===== src/design/hclp_pkg.sv =====
`default_nettype none
package hclp_pkg;

  localparam int LINE_LEN = 7;
  localparam int COUNT_W  = 3;

  localparam logic [7:0] CH_CR   = 8'd13;
  localparam logic [7:0] CH_DEL  = 8'd127;
  localparam logic [7:0] CH_HASH = 8'd35;
  localparam logic [7:0] CH_ZERO = 8'd48;
  localparam logic [7:0] CH_NINE = 8'd57;
  localparam logic [7:0] CH_UA   = 8'd65;
  localparam logic [7:0] CH_UF   = 8'd70;

  typedef logic [7:0] char_t;
  typedef logic [COUNT_W-1:0] count_t;
  typedef logic [LINE_LEN-1:0][7:0] line_t;

  typedef enum logic [1:0] {
    OP_NONE,
    OP_PUSH,
    OP_POP,
    OP_CLEAR
  } line_op_t;

  typedef struct packed {
    line_op_t op;
    char_t    ch;
  } line_act_t;

  typedef struct packed {
    logic  echo_valid;
    char_t echo_byte;
    logic  erase_echo;
    logic  color_valid;
    logic  parse_error;
    char_t red;
    char_t green;
    char_t blue;
  } result_t;

  // Bit 4 flags a legal digit, bits 3:0 hold its value.
  function automatic logic [4:0] hex_digit(input char_t c);
    logic [4:0] d;
    d = 5'd0;
    if (c >= CH_ZERO && c <= CH_NINE) begin
      d = {1'b1, c[3:0]};
    end else if (c >= CH_UA && c <= CH_UF) begin
      d = {1'b1, 4'(c[3:0] + 4'd9)};
    end
    return d;
  endfunction

endpackage
`default_nettype wire


===== src/design/hex_color_line_parser_core.sv =====
// Line parser for "#RRGGBB" color commands typed over a serial link. Each beat on the input
// channel carries one received byte and produces exactly one beat on the result channel:
// an echo of a stored character, an erase flag for a delete (127), no flag for an ignored byte,
// or on carriage return either the parsed red/green/blue bytes or a parse error, after which
// the line is emptied. Only upper-case hex digits are accepted, and at most seven characters
// are held. Bytes are taken one per clock while the result side keeps up; a byte is held in
// the input register and its result is then written to the output register once that one is
// empty or being drained. The line store is updated as a byte moves into the result register,
// which is what keeps successive bytes in order at full rate.
`default_nettype none
module hex_color_line_parser_core (
  input  wire logic       clk,
  input  wire logic       rst_n,
  input  wire logic       in_valid,
  output logic            in_stall,
  input  wire logic [7:0] in_rx_byte,
  output logic            out_valid,
  input  wire logic       out_stall,
  output logic            out_echo_valid,
  output logic [7:0]      out_echo_byte,
  output logic            out_erase_echo,
  output logic            out_color_valid,
  output logic            out_parse_error,
  output logic [7:0]      out_red,
  output logic [7:0]      out_green,
  output logic [7:0]      out_blue
);

  logic                s1_valid_r;
  hclp_pkg::char_t     s1_byte_r;
  logic                res_valid_r;
  hclp_pkg::result_t   res_r;
  logic                advance;
  hclp_pkg::line_t     line;
  hclp_pkg::count_t    count;
  hclp_pkg::result_t   res_nxt;
  hclp_pkg::line_act_t act;

  // A byte moves on whenever the result register is empty or being drained.
  assign advance  = s1_valid_r && (!res_valid_r || !out_stall);
  assign in_stall = s1_valid_r && !advance;

  always_ff @(posedge clk) begin
    if (!rst_n) begin
      s1_valid_r <= 1'b0;
    end else if (!in_stall) begin
      s1_valid_r <= in_valid;
    end
  end

  always_ff @(posedge clk) begin
    if (in_valid && !in_stall) begin
      s1_byte_r <= in_rx_byte;
    end
  end

  hclp_line_store u_store (
    .clk   (clk),
    .rst_n (rst_n),
    .en    (advance),
    .act   (act),
    .line  (line),
    .count (count)
  );

  hclp_decode u_decode (
    .rx_byte (s1_byte_r),
    .line    (line),
    .count   (count),
    .res     (res_nxt),
    .act     (act)
  );

  always_ff @(posedge clk) begin
    if (!rst_n) begin
      res_valid_r <= 1'b0;
    end else if (advance) begin
      res_valid_r <= 1'b1;
    end else if (!out_stall) begin
      res_valid_r <= 1'b0;
    end
  end

  always_ff @(posedge clk) begin
    if (advance) begin
      res_r <= res_nxt;
    end
  end

  assign out_valid       = res_valid_r;
  assign out_echo_valid  = res_r.echo_valid;
  assign out_echo_byte   = res_r.echo_byte;
  assign out_erase_echo  = res_r.erase_echo;
  assign out_color_valid = res_r.color_valid;
  assign out_parse_error = res_r.parse_error;
  assign out_red         = res_r.red;
  assign out_green       = res_r.green;
  assign out_blue        = res_r.blue;

endmodule
`default_nettype wire


===== src/design/hclp_line_store.sv =====
`default_nettype none
module hclp_line_store (
  input  wire logic              clk,
  input  wire logic              rst_n,
  input  wire logic              en,
  input  wire hclp_pkg::line_act_t act,
  output hclp_pkg::line_t        line,
  output hclp_pkg::count_t       count
);

  hclp_pkg::line_t  store_r, store_nxt;
  hclp_pkg::count_t count_r, count_nxt;

  always_comb begin
    store_nxt = store_r;
    count_nxt = count_r;
    unique case (act.op)
      hclp_pkg::OP_PUSH: begin
        for (int i = 0; i < hclp_pkg::LINE_LEN; i++) begin
          if (count_r == hclp_pkg::COUNT_W'(i)) begin
            store_nxt[i] = act.ch;
          end
        end
        count_nxt = count_r + hclp_pkg::COUNT_W'(1);
      end
      hclp_pkg::OP_POP: begin
        count_nxt = count_r - hclp_pkg::COUNT_W'(1);
        // Entries at or above the count are kept at zero.
        for (int i = 0; i < hclp_pkg::LINE_LEN; i++) begin
          if (count_nxt == hclp_pkg::COUNT_W'(i)) begin
            store_nxt[i] = 8'd0;
          end
        end
      end
      hclp_pkg::OP_CLEAR: begin
        store_nxt = '0;
        count_nxt = '0;
      end
      hclp_pkg::OP_NONE: begin
      end
      default: begin
      end
    endcase
  end

  always_ff @(posedge clk) begin
    if (!rst_n) begin
      store_r <= '0;
      count_r <= '0;
    end else if (en) begin
      store_r <= store_nxt;
      count_r <= count_nxt;
    end
  end

  assign line  = store_r;
  assign count = count_r;

endmodule
`default_nettype wire


===== src/design/hclp_decode.sv =====
`default_nettype none
module hclp_decode (
  input  wire hclp_pkg::char_t   rx_byte,
  input  wire hclp_pkg::line_t   line,
  input  wire hclp_pkg::count_t  count,
  output hclp_pkg::result_t      res,
  output hclp_pkg::line_act_t    act
);

  logic [5:0][4:0] dig;
  logic            well_formed;

  always_comb begin
    for (int k = 0; k < 6; k++) begin
      dig[k] = hclp_pkg::hex_digit(line[k+1]);
    end
    well_formed = (line[0] == hclp_pkg::CH_HASH);
    for (int k = 0; k < 6; k++) begin
      well_formed = well_formed & dig[k][4];
    end
  end

  always_comb begin
    res    = '0;
    act.op = hclp_pkg::OP_NONE;
    act.ch = rx_byte;
    priority if (rx_byte == hclp_pkg::CH_CR) begin
      act.op = hclp_pkg::OP_CLEAR;
      if (well_formed) begin
        res.color_valid = 1'b1;
        res.red   = {dig[0][3:0], dig[1][3:0]};
        res.green = {dig[2][3:0], dig[3][3:0]};
        res.blue  = {dig[4][3:0], dig[5][3:0]};
      end else begin
        res.parse_error = 1'b1;
      end
    end else if (rx_byte == hclp_pkg::CH_DEL) begin
      if (count != '0) begin
        act.op         = hclp_pkg::OP_POP;
        res.erase_echo = 1'b1;
      end
    end else if (count < hclp_pkg::COUNT_W'(hclp_pkg::LINE_LEN)) begin
      act.op         = hclp_pkg::OP_PUSH;
      res.echo_valid = 1'b1;
      res.echo_byte  = rx_byte;
    end else begin
      // A full line ignores any further ordinary byte.
    end
  end

endmodule
`default_nettype wire


===== config.mk =====
export PLATFORM = sky130hd
export DESIGN_NAME = hex_color_line_parser_core
export DESIGN_NICKNAME = d
export VERILOG_FILES = /design/src/design/hclp_pkg.sv /design/src/design/hex_color_line_parser_core.sv /design/src/design/hclp_line_store.sv /design/src/design/hclp_decode.sv
export SDC_FILE = /design/constraint.sdc
export NUM_CORES = 1
export LEC_CHECK = 0
export BUFFER_PORTS_ARGS = -buffer_cell sky130_fd_sc_hd__buf_2
export CORE_MARGIN = 2
export CORE_UTILIZATION = 40
export DETAILED_ROUTE_END_ITERATION = 8
export SYNTH_ARGS = -nofsm -noshare
export SYNTH_HDL_FRONTEND = slang
export SYNTH_SLANG_ARGS = --single-unit

===== constraint.sdc =====
create_clock -name clk -period 10 [get_ports clk]
set_input_delay 2 -clock clk [delete_from_list [all_inputs] [get_ports clk]]
set_output_delay 2 -clock clk [all_outputs]
set_load 0.03 [all_outputs]

==> Implementation_results.wiki, run 1 <==
{| class="wikitable"
! Metric !! Value
|-
| Starting DRT DRC Count || 193
|-
| Clk sinks || 105
|-
| Vias in the first global route || 3,614
|-
| Antenna viol nets, final || 0
|-
| Required time of the worst setup path || 8000 ps
|-
| Aggregate routed wire length || 10,600 um
|-
| First-pass iteration count of the detailed router || 4
|-
| Cell family with the largest share of critical-path delay || buffers and inverters
|-
| Worst R2R End || out_red[7]$_SDFFCE_PN0P_
|-
| Leakage power figure || 2.38 nW
|-
| Slew Viols, Final || 0
|-
| GRT Residual Overflow || 0
|-
| Ratio of total power to cell area || 146 nW/um^2
|-
| Area of the mapped netlist || 5230 um^2
|-
| Wire length of the first global-routing pass || 17,800 um
|-
| Top fanout value on the critical path || 3
|-
| Kind of capture point of the worst setup path || output port
|-
| Clock latency at the later pin of the worst-skew pair || 350 ps
|-
| Startpoint of the worst register-to-register path || u_store.line[8]$_SDFFE_PN0P_
|-
| Worst hold endpoint || u_store.line[3]$_SDFFE_PN0P_
|-
| Final standard cell count with taps included and fillers excluded || 704
|-
| Net total in the final layout || 569
|-
| Layout area overhead || 12.8%
|-
| CTS tree || yes
|-
| Worst-case headroom to the max-slew limit || 0.253
|-
| Ordered list of cells on the worst path || buf_2 > and3_1 > buf_2
|-
| Effective utilization at floorplan || 0.413
|-
| Final period util || 0.453
|-
| Overall die width || 118 um
|-
| Detail-routed via count per cell || 5.16
|-
| Post-CTS Setup Repair Bufs || 0
|-
| Site Rows || 41
|-
| Count of vias placed by the detailed router || 3,631
|-
| Setup repair after global routing missed its margin || no
|-
| Cell depth of the worst flop-to-flop path || 8
|-
| Hold path startpoint || u_store.line[3]$_SDFFE_PN0P_
|-
| Maximum capacitance violations || 0
|-
| Initial antenna violation count || 0
|-
| Largest net degree at the start of global routing || 59
|-
| Die ar. || 14,000 um^2
|-
| Drt wl/cell || 15.1 um
|-
| Die Ht || 118 um
|-
| Arrival time of data at the critical path endpoint || 2530 ps
|-
| Final design instance area without fill || 5900 um^2
|-
| CORE AREA || 12,700 um^2
|-
| Buffers from clock root to sink, at most || 2
|-
| Hold Path Stages || 2
|-
| Instance count of the mapped netlist || 486
|-
| Startpoint type of the worst setup path || primary input
|-
| Count of final hold-check violations || 0
|-
| Maximum achievable frequency || 221 MHz
|-
| Total of fill cells in the finished design || 1,184
|-
| Final clock skew || 9.07 ps
|-
| Global Route Usage Sum || 0.159
|-
| Cell with the biggest individual delay on the critical path || sky130_fd_sc_hd__buf_2
|-
| Final core utilization || 0.466
|-
| Count of cells resized by post-cts repair || 0
|-
| Number of storage elements in the synthesis netlist || 105
|-
| Root Buffer || sky130_fd_sc_hd__clkbuf_16
|-
| Register-to-register path setup slack || 7090 ps
|-
| Remaining routing DRC violations || 0
|-
| Most numerous cell on the critical path || sky130_fd_sc_hd__buf_2
|-
| Critical path class || in -> out
|-
| Count of yosys warnings during synthesis || 0
|-
| Most instantiated flip-flop cell in the synthesis netlist || sky130_fd_sc_hd__dfxtp_1
|-
| Summed negative setup slack over all endpoints || 0 ps
|-
| Maximum vdd ir drop || 0.0629 mV
|-
| DP Area || 5620 um^2
|-
| Minimum clock period || 4530 ps
|-
| Outcome || finished, final reports clean
|-
| Share of flip-flops with an asynchronous set or reset after synthesis || 0
|-
| Antenna diode count || 0
|-
| Clock-pin slew reported for the worst setup and hold paths after clock tree synthesis || 70 ps
|-
| Syn nets || 528
|-
| Last weighted congestion value of the routability-driven placer || 0.827
|-
| Hold buffer count at cts || 0
|-
| Worst path bufs/invs || 2
|-
| HP Class || reg -> reg
|-
| TritonCTS Buffers || 9
|-
| Number of synthesized flops with an enable pin || 44
|-
| Post-Syn Area per Cell || 10.8 um^2
|-
| Port buffer count || 49
|-
| Number of instances in the placed design || 688
|-
| H-tree depth || 3
|-
| Worst Tran Pin Value || 1110 ps
|-
| Share of the yosys chip area belonging to registers || 0.486
|-
| HPWL reported at the end of detailed placement || 7410 um
|-
| Final setup violation count || 0
|-
| I/O pin cnt || 50
|-
| Count of different cell masters after synthesis || 50
|-
| Share of layout cells above drive strength 1 || 0.175
|-
| Delay contributed by the slowest stage of the critical path || 210 ps
|}
[registers in the layout (all words and copies together) (netlist names)]
signal,cells
u_store.line,56
out_blue,8
out_echo_byte,8
out_green,8
out_red,8
s1_byte_r,8
u_store.count,3
out_color_valid,1
out_echo_valid,1
out_erase_echo,1
out_parse_error,1
out_valid,1
s1_valid_r,1
[layout by cell type (no fill, tap or decap), types with 7 or more instances in the layout]
master,n
sky130_fd_sc_hd__buf_2,49
sky130_fd_sc_hd__nor3_1,10
sky130_fd_sc_hd__nand2_1,90
sky130_fd_sc_hd__edfxtp_1,44
sky130_fd_sc_hd__nor3_2,19
sky130_fd_sc_hd__inv_1,18
sky130_fd_sc_hd__a21oi_1,7
sky130_fd_sc_hd__xnor2_1,13
sky130_fd_sc_hd__mux2i_1,60
sky130_fd_sc_hd__dfxtp_1,61
sky130_fd_sc_hd__nor2b_1,12
sky130_fd_sc_hd__ha_1,30
sky130_fd_sc_hd__clkbuf_16,9
sky130_fd_sc_hd__nor2_1,11
sky130_fd_sc_hd__and2_1,7
sky130_fd_sc_hd__a221o_1,7
[logic make-up after synthesis]
kind of cell,share of synthesized area
AND/OR/NAND/NOR,0.183
flip-flops,0.486
multiplexers,0.115
AO/OA/AOI/OAI,0.0870
buffers and inverters,0.0337
adder cells (fa/ha/maj),0.0717
XOR/XNOR,0.0234
[how the worst max path moves through the flow]
stage               from                            to  cells past startpoint
2_1_floorplan  out_stall  u_store.line[0]$_SDFFE_PN0P_                      7
3_3_place_gp   out_stall                      in_stall                      3
3_5_place_dp   out_stall                      in_stall                      3
4_1_cts        out_stall                      in_stall                      3
5_1_grt        out_stall                      in_stall                      3
6_report       out_stall                      in_stall                      3
[layout make-up]
cell class | count | area [um^2] | share of cell area
clock buffers | 9 | 225 | 0.0381
well taps | 172 | 215 | 0.0364
clock inverters | 7 | 55.1 | 0.00932
flip-flops and latches | 105 | 2540 | 0.431
repair buffers | 52 | 268 | 0.0453
inverters | 18 | 67.6 | 0.0114
multi-input cells | 341 | 2530 | 0.429
[synthesized netlist by cell type, types with 2 or more instances]
cell	count	share of area
sky130_fd_sc_hd__and2_1	7	0.0084
sky130_fd_sc_hd__nand2b_1	3	0.0036
sky130_fd_sc_hd__a2111oi_0	4	0.0067
sky130_fd_sc_hd__a21oi_1	7	0.0067
sky130_fd_sc_hd__a2111oi_2	2	0.0057
sky130_fd_sc_hd__and3_1	2	0.0024
sky130_fd_sc_hd__nand3_1	2	0.0019
sky130_fd_sc_hd__a21o_1	3	0.0043
sky130_fd_sc_hd__clkbuf_1	11	0.0079
sky130_fd_sc_hd__nor2_1	11	0.0079
sky130_fd_sc_hd__edfxtp_1	44	0.25
sky130_fd_sc_hd__a22oi_1	6	0.0086
sky130_fd_sc_hd__buf_6	2	0.0043
sky130_fd_sc_hd__o21ai_0	4	0.0038
sky130_fd_sc_hd__nor4_1	4	0.0048
sky130_fd_sc_hd__inv_1	18	0.013
sky130_fd_sc_hd__a221o_1	7	0.013
sky130_fd_sc_hd__or4_1	2	0.0029
sky130_fd_sc_hd__buf_2	9	0.0086
sky130_fd_sc_hd__a211oi_1	3	0.0043
sky130_fd_sc_hd__a211o_1	2	0.0033
sky130_fd_sc_hd__nor2b_1	12	0.014
sky130_fd_sc_hd__o21bai_1	6	0.0086
sky130_fd_sc_hd__nor3_1	10	0.0096
sky130_fd_sc_hd__ha_1	30	0.072
sky130_fd_sc_hd__mux2i_1	60	0.11
sky130_fd_sc_hd__dfxtp_1	61	0.23
sky130_fd_sc_hd__nor3_2	19	0.036
sky130_fd_sc_hd__o221ai_1	2	0.0033
sky130_fd_sc_hd__and2b_1	2	0.0029
sky130_fd_sc_hd__a31oi_1	5	0.0060
sky130_fd_sc_hd__nor4b_1	6	0.010
sky130_fd_sc_hd__nand2_1	90	0.065
sky130_fd_sc_hd__or3_1	2	0.0024
sky130_fd_sc_hd__xnor2_1	13	0.022
[where the power goes]
part           internal [W]  switching (W)
sequential         0.000459     0.00000720
combinational     0.0000183      0.0000445
clock              0.000171       0.000163
total              0.000649       0.000215
[per-stage QoR]
stage	hold slack, ps	total power, W	setup WS [ps]
floorplan	434	0.000520	3750
global placement	440	0.000538	5480
detailed placement	460	0.000540	5470
CTS	470	0.000871	5470
global route	482	0.000896	5430
finish	463	0.000863	5470
[worst reg2reg max path: stages (launching register included)]
cell	delay, ps
sky130_fd_sc_hd__dfxtp_1	360
sky130_fd_sc_hd__inv_1	100
sky130_fd_sc_hd__ha_1	170
sky130_fd_sc_hd__o21bai_1	100
sky130_fd_sc_hd__a2111oi_2	660
sky130_fd_sc_hd__o22ai_1	300
sky130_fd_sc_hd__or4_1	570
sky130_fd_sc_hd__buf_4	260
sky130_fd_sc_hd__nor3_1	230
[routing by layer]
metal | vias up | global-route usage | routed length, um
met2 | 51 | 0.261 | 5090
met5 | - | 0 | 0
met1 | 1744 | 0.203 | 5010
li1 | 1817 | - | -
met3 | 19 | 0.0299 | 268
met4 | 0 | 0.0692 | 287
Power figures use the tool's default switching activity.
==> run 2: changes to the inputs <==
- clock period: 10 -> 4.65 ns (I/O delays scaled with it)
==> Implementation_results.wiki, run 2 (synthesis results as in run 1) <==
{| class="wikitable"
! Metric !! Value
|-
| Net load switching power || 0.000464 W (+120%)
|-
| Most frequent standard cell in the layout excluding fill and tap cells || sky130_fd_sc_hd__nand2_1
|-
| Maximum vdd ir drop || 0.173 mV (+180%)
|-
| Detail-routed via count per cell || 5.21 (+0.93%)
|-
| H-tree depth || 3 (unchanged)
|-
| Startpoint type of the worst setup path || flop
|-
| Maximum capacitance violations || 0 (unchanged)
|-
| Ordered list of cells on the worst path || inv_1 > ha_1 > nor2b_1 > nor3_1 > a221o_1 > mux2i_1
|-
| Port buffer count || 49 (unchanged)
|-
| Final core utilization || 0.466 (+0.000494)
|-
| Root Buffer || sky130_fd_sc_hd__clkbuf_16
|-
| Post-CTS Setup Repair Bufs || 0 (unchanged)
|-
| Clk sinks || 105 (unchanged)
|-
| Count of cells resized by post-cts repair || 0 (unchanged)
|-
| Critical path class || reg -> reg
|-
| Antenna diode count || 0 (unchanged)
|-
| Pwr Total || 0.00186 W (+120%)
|-
| TritonCTS Buffers || 9 (unchanged)
|-
| Effective utilization at floorplan || 0.413 (unchanged)
|-
| Leakage power figure || 2.38 nW (+0.10%)
|-
| Delay contributed by the slowest stage of the critical path || 900 ps (+690 ps)
|-
| First-pass iteration count of the detailed router || 4 (unchanged)
|-
| Vias in the first global route || 3,658 (+1.2%)
|-
| Share of power burned in the clock network || 0.387 (about the same)
|-
| Cell with the biggest individual delay on the critical path || sky130_fd_sc_hd__nor3_1
|-
| Share of total power in sequential cells || 0.539 (about the same)
|-
| Setup repair after global routing missed its margin || no
|-
| Part of the power in combinational logic || 0.074 (about the same)
|-
| Count of final hold-check violations || 0 (unchanged)
|-
| Cell family with the largest share of critical-path delay || simple AND/OR/NAND/NOR gates
|-
| GRT Residual Overflow || 0 (unchanged)
|-
| Last weighted congestion value of the routability-driven placer || 0.807 (-2.4%)
|-
| Kind of capture point of the worst setup path || flop
|-
| Layout area overhead || 13.0%
|-
| Site Rows || 41 (unchanged)
|-
| Pre-CTS setup slack || 1620 ps (-3850 ps)
|-
| Top fanout value on the critical path || 11 (+8)
|-
| Overall die width || 118 um (unchanged)
|-
| Largest net degree at the start of global routing || 57 (-3.4%)
|-
| Initial antenna violation count || 0 (unchanged)
|-
| Worst Tran Pin Value || 1160 ps (+49.6 ps)
|-
| Setup slack of the critical path after layout || 1790 ps (-3680 ps)
|-
| Remaining routing DRC violations || 0 (unchanged)
|-
| Drt wl/cell || 15.4 um (+2.1%)
|-
| Most frequent cells in the layout || sky130_fd_sc_hd__nand2_1, sky130_fd_sc_hd__dfxtp_1, sky130_fd_sc_hd__mux2i_1
|-
| Final setup violation count || 0 (unchanged)
|-
| HPWL reported at the end of detailed placement || 7510 um (+1.4%)
|-
| Final clock skew || 8.26 ps (-0.812 ps)
|-
| Wire length of the first global-routing pass || 18,300 um (+2.8%)
|-
| Maximum achievable frequency || 349 MHz
|-
| Worst path bufs/invs || 1 (-1)
|-
| Minimum clock period || 2860 ps
|-
| I/O pin cnt || 50 (unchanged)
|-
| Smallest hold slack || 465 ps (+1.82 ps)
|-
| Clock-pin slew reported for the worst setup and hold paths after clock tree synthesis || 70 ps (about the same)
|-
| Net total in the final layout || 570 (+0.18%)
|-
| CORE AREA || 12,700 um^2 (unchanged)
|-
| Global Route Usage Sum || 0.165 (+0.00597)
|-
| Register-to-register path setup slack || 1790 ps (-5300 ps)
|-
| Die Ht || 118 um (unchanged)
|-
| Ratio of total power to cell area || 315 nW/um^2 (+120%)
|-
| Buffers from clock root to sink, at most || 2 (unchanged)
|-
| Worst-case headroom to the max-slew limit || 0.220 (-0.0333)
|-
| Final period util || 0.616
|-
| Die ar. || 14,000 um^2 (unchanged)
|-
| CTS tree || yes
|-
| HP Class || reg -> reg
|-
| Hold buffer count at cts || 0 (unchanged)
|-
| Fraction of power spent switching nets || 0.249 (about the same)
|-
| Clock latency at the later pin of the worst-skew pair || 350 ps (about the same)
|-
| Slew Viols, Final || 0 (unchanged)
|-
| Antenna viol nets, final || 0 (unchanged)
|-
| Summed negative setup slack over all endpoints || 0 ps (unchanged)
|-
| Arrival time of data at the critical path endpoint || 3140 ps (+610 ps)
|-
| Largest register FFs || 56 (unchanged)
|-
| Count of vias placed by the detailed router || 3,670 (+1.1%)
|-
| Share of layout cells above drive strength 1 || 0.174 (-0.000328)
|-
| Starting DRT DRC Count || 199 (+3.1%)
|-
| Aggregate routed wire length || 10,900 um (+2.2%)
|-
| Outcome || finished, final reports clean
|-
| Required time of the worst setup path || 4930 ps (-3070 ps)
|-
| Internal power consumption || 0.00140 W (+120%)
|}
[run 2: path summary, 6_finish.rpt]
check / end / cells after the start / startpoint
setup / recovery: u_store.line[33]$_SDFFE_PN0P_ / 6 / u_store.count[0]$_SDFFE_PN0P_
hold / removal: u_store.line[5]$_SDFFE_PN0P_ / 2 / u_store.line[5]$_SDFFE_PN0P_
setup reg to reg: u_store.line[33]$_SDFFE_PN0P_ / 6 / u_store.count[0]$_SDFFE_PN0P_
hold reg to reg: u_store.line[5]$_SDFFE_PN0P_ / 2 / u_store.line[5]$_SDFFE_PN0P_
[run 2: cell type report]
cell class / instances / area (um^2)
well taps: 172 / 215
clock inverters: 6 / 50.0
inverters: 18 / 67.6
fillers: 1194 / 6760
clock buffers: 10 / 229
repair buffers: 53 / 275
flip-flops and latches: 105 / 2540
multi-input cells: 341 / 2530
[run 2: metrics by stage]
step / instance area (um^2) / instances
global placement: 5630 / 689
floorplan: 5230 / 486
detailed placement: 5630 / 689
global route: 5910 / 705
CTS: 5910 / 705
finish: 5910 / 705
[run 2: worst min-delay path, stage by stage (launching register included)]
cell,delay (ps)
sky130_fd_sc_hd__dfxtp_1,310
sky130_fd_sc_hd__nand2_1,50
sky130_fd_sc_hd__mux2i_1,50
[run 2: power by group through the flow]
stage / logic [W] / clock network (W) / registers, W
after CTS: 0.000139 / 0.000740 / 0.00100
final: 0.000137 / 0.000721 / 0.00100
after global placement: 0.000138 / 0 / 0.00102
after floorplan: 0.0000643 / 0 / 0.00105
after global routing: 0.000149 / 0.000765 / 0.00101
after detailed placement: 0.000138 / 0 / 0.00102
[run 2: metal layers]
layer  track usage  up-vias  share of wire
li1              -     1827              -
met5             0        -              0
met2         0.277       62           0.48
met4        0.0603        0          0.019
met1         0.209     1766           0.47
met3        0.0333       15          0.032
==> run 3: changes to the inputs <==
- clock period: 4.65 -> 2.8 ns (I/O delays scaled with it)
==> Implementation_results.wiki, run 3 (synthesis results as in run 1) <==
{| class="wikitable"
! Metric !! Value
|-
| Outcome || finished, final reports clean
|-
| Antenna diode count || 0 (unchanged)
|-
| Largest register FFs || 56 (unchanged)
|-
| Buffers from clock root to sink, at most || 2 (unchanged)
|-
| Clock latency at the later pin of the worst-skew pair || 350 ps (about the same)
|-
| GRT Residual Overflow || 0 (unchanged)
|-
| Final standard cell count with taps included and fillers excluded || 713 (+1.1%)
|-
| Startpoint type of the worst setup path || flop
|-
| Final clock skew || 6.58 ps (-1.67 ps)
|-
| Arrival time of data at the critical path endpoint || 2730 ps (-410 ps)
|-
| Setup repair after global routing missed its margin || no
|-
| Register-to-register path setup slack || 250 ps (-1530 ps)
|-
| Layout area overhead || 14.8%
|-
| Clock-pin slew reported for the worst setup and hold paths after clock tree synthesis || 70 ps (about the same)
|-
| HP Class || in -> reg
|-
| Maximum vdd ir drop || 0.271 mV (+56%)
|-
| Worst-case headroom to the max-slew limit || 0.408 (+0.188)
|-
| Critical path class || reg -> reg
|-
| H-tree depth || 3 (unchanged)
|-
| Number of instances in the placed design || 697 (+1.2%)
|-
| Setup slack of the critical path after layout || 255 ps (-1530 ps)
|-
| Required time of the worst setup path || 2980 ps (-1950 ps)
|-
| Remaining routing DRC violations || 0 (unchanged)
|-
| Overall die width || 118 um (unchanged)
|-
| Last weighted congestion value of the routability-driven placer || 0.826 (+2.4%)
|-
| Aggregate routed wire length || 11,200 um (+2.8%)
|-
| HPWL reported at the end of detailed placement || 7610 um (+1.3%)
|-
| Starting DRT DRC Count || 221 (+11%)
|-
| Ratio of total power to cell area || 526 nW/um^2 (+67%)
|-
| Clk sinks || 105 (unchanged)
|-
| CTS tree || yes
|-
| Antenna viol nets, final || 0 (unchanged)
|-
| Met3 wire length || 484 um (+38%)
|-
| Root Buffer || sky130_fd_sc_hd__clkbuf_16
|-
| Minimum clock period || 2550 ps (-320 ps)
|-
| First-pass iteration count of the detailed router || 4 (unchanged)
|-
| Worst Tran Pin Value || 887 ps (-275 ps)
|-
| Effective utilization at floorplan || 0.413 (unchanged)
|-
| Initial antenna violation count || 0 (unchanged)
|-
| Site Rows || 41 (unchanged)
|-
| I/O pin cnt || 50 (unchanged)
|-
| Leakage power figure || 2.46 nW (+3.0%)
|-
| Drt wl/cell || 15.7 um (+1.7%)
|-
| Final setup violation count || 0 (unchanged)
|-
| CORE AREA || 12,700 um^2 (unchanged)
|-
| Hold Path Stages || 1 (-1)
|-
| Total of fill cells in the finished design || 1,173 (-1.8%)
|-
| Cell depth of the worst flop-to-flop path || 8 (+2)
|-
| Most frequent standard cell in the layout excluding fill and tap cells || sky130_fd_sc_hd__nand2_1
|-
| Count of vias placed by the detailed router || 3,678 (+0.22%)
|-
| Maximum achievable frequency || 393 MHz (+13%)
|-
| Summed negative setup slack over all endpoints || 0 ps (unchanged)
|-
| Detail-routed via count per cell || 5.16 (-0.91%)
|-
| Final period util || 0.909 (+0.293)
|-
| Most frequent cells in the layout || sky130_fd_sc_hd__nand2_1, sky130_fd_sc_hd__dfxtp_1, sky130_fd_sc_hd__mux2i_1
|-
| Highest layer used for signal routing || met4
|-
| Global Route Usage Sum || 0.162 (-0.00219)
|-
| Top fanout value on the critical path || 25 (+14)
|-
| Kind of capture point of the worst setup path || flop
|-
| Final core utilization || 0.474 (+0.00760)
|-
| Slew Viols, Final || 0 (unchanged)
|-
| Wire length of the first global-routing pass || 18,100 um (-1.2%)
|-
| Die Ht || 118 um (unchanged)
|-
| Die ar. || 14,000 um^2 (unchanged)
|-
| Met2 wire length || 5320 um (+1.1%)
|-
| Largest net degree at the start of global routing || 58 (+1.8%)
|-
| Port buffer count || 49 (unchanged)
|-
| Vias in the first global route || 3,644 (-0.38%)
|-
| Share of layout cells above drive strength 1 || 0.189 (+0.0141)
|-
| Net total in the final layout || 578 (+1.4%)
|-
| Count of final hold-check violations || 0 (unchanged)
|-
| TritonCTS Buffers || 9 (unchanged)
|-
| Total routed wire length on the met1 layer || 5000 um (-1.3%)
|-
| Maximum capacitance violations || 0 (unchanged)
|-
| Pre-CTS setup slack || 204 ps (-1420 ps)
|-
| Hold buffer count at cts || 0 (unchanged)
|}
## run 3: worst paths after layout
check / to / from
worst min-delay path: s1_byte_r[7]$_DFFE_PP_ / in_rx_byte[7]
worst max register to register: out_blue[7]$_SDFFCE_PN0P_ / u_store.line[9]$_SDFFE_PN0P_
worst min register to register: u_store.line[4]$_SDFFE_PN0P_ / u_store.line[4]$_SDFFE_PN0P_
worst max-delay path: out_blue[7]$_SDFFCE_PN0P_ / u_store.line[9]$_SDFFE_PN0P_
## run 3: layout make-up
class                           count  area (um^2)  share of cell area
Timing Repair Buffer               61          335              0.0558
Sequential cell                   105         2540               0.423
Clock buffer                       10          229              0.0381
Clock inverter                      6         67.6              0.0112
Inverter                           18         67.6              0.0112
Multi-Input combinational cell    341         2550               0.424
Tap cell                          172          215              0.0358
## run 3: where the power goes
part           leakage (nW)  switching, W  internal [W]
Combinational          1.43      0.000162     0.0000672
Sequential            0.890     0.0000259       0.00164
Clock                 0.139      0.000569      0.000697
Total                  2.46      0.000757       0.00240
## run 3: repair_timing
item                       in CTS  in global routing
resized for setup               0                  2
setup buffers                   0                  0
setup endpoints to repair       0                  6
## run 3: metrics by stage
step           hold WS, ps  instance area, um^2  power, W
2_1_floorplan          434                 5240   0.00186
3_3_place_gp           443                 5690   0.00193
3_5_place_dp           450                 5690   0.00193
4_1_cts                369                 5990   0.00319
5_1_grt                372                 6010   0.00327
6_report               381                 6010   0.00316
## run 3: metal layers
metal | track usage | vias up
li1 | - | 1838
met1 | 0.201 | 1752
met2 | 0.271 | 64
met3 | 0.0285 | 24
met4 | 0.0833 | 0
met5 | 0 | -
## run 3: critical path: stages (launching register included)
cell and delay (ps):
sky130_fd_sc_hd__dfxtp_1 350, sky130_fd_sc_hd__inv_1 90, sky130_fd_sc_hd__ha_1 170, sky130_fd_sc_hd__o21bai_1 110
sky130_fd_sc_hd__a2111oi_4 390, sky130_fd_sc_hd__o22ai_2 180, sky130_fd_sc_hd__or4_1 530, sky130_fd_sc_hd__buf_4 280
sky130_fd_sc_hd__nor3_1 240
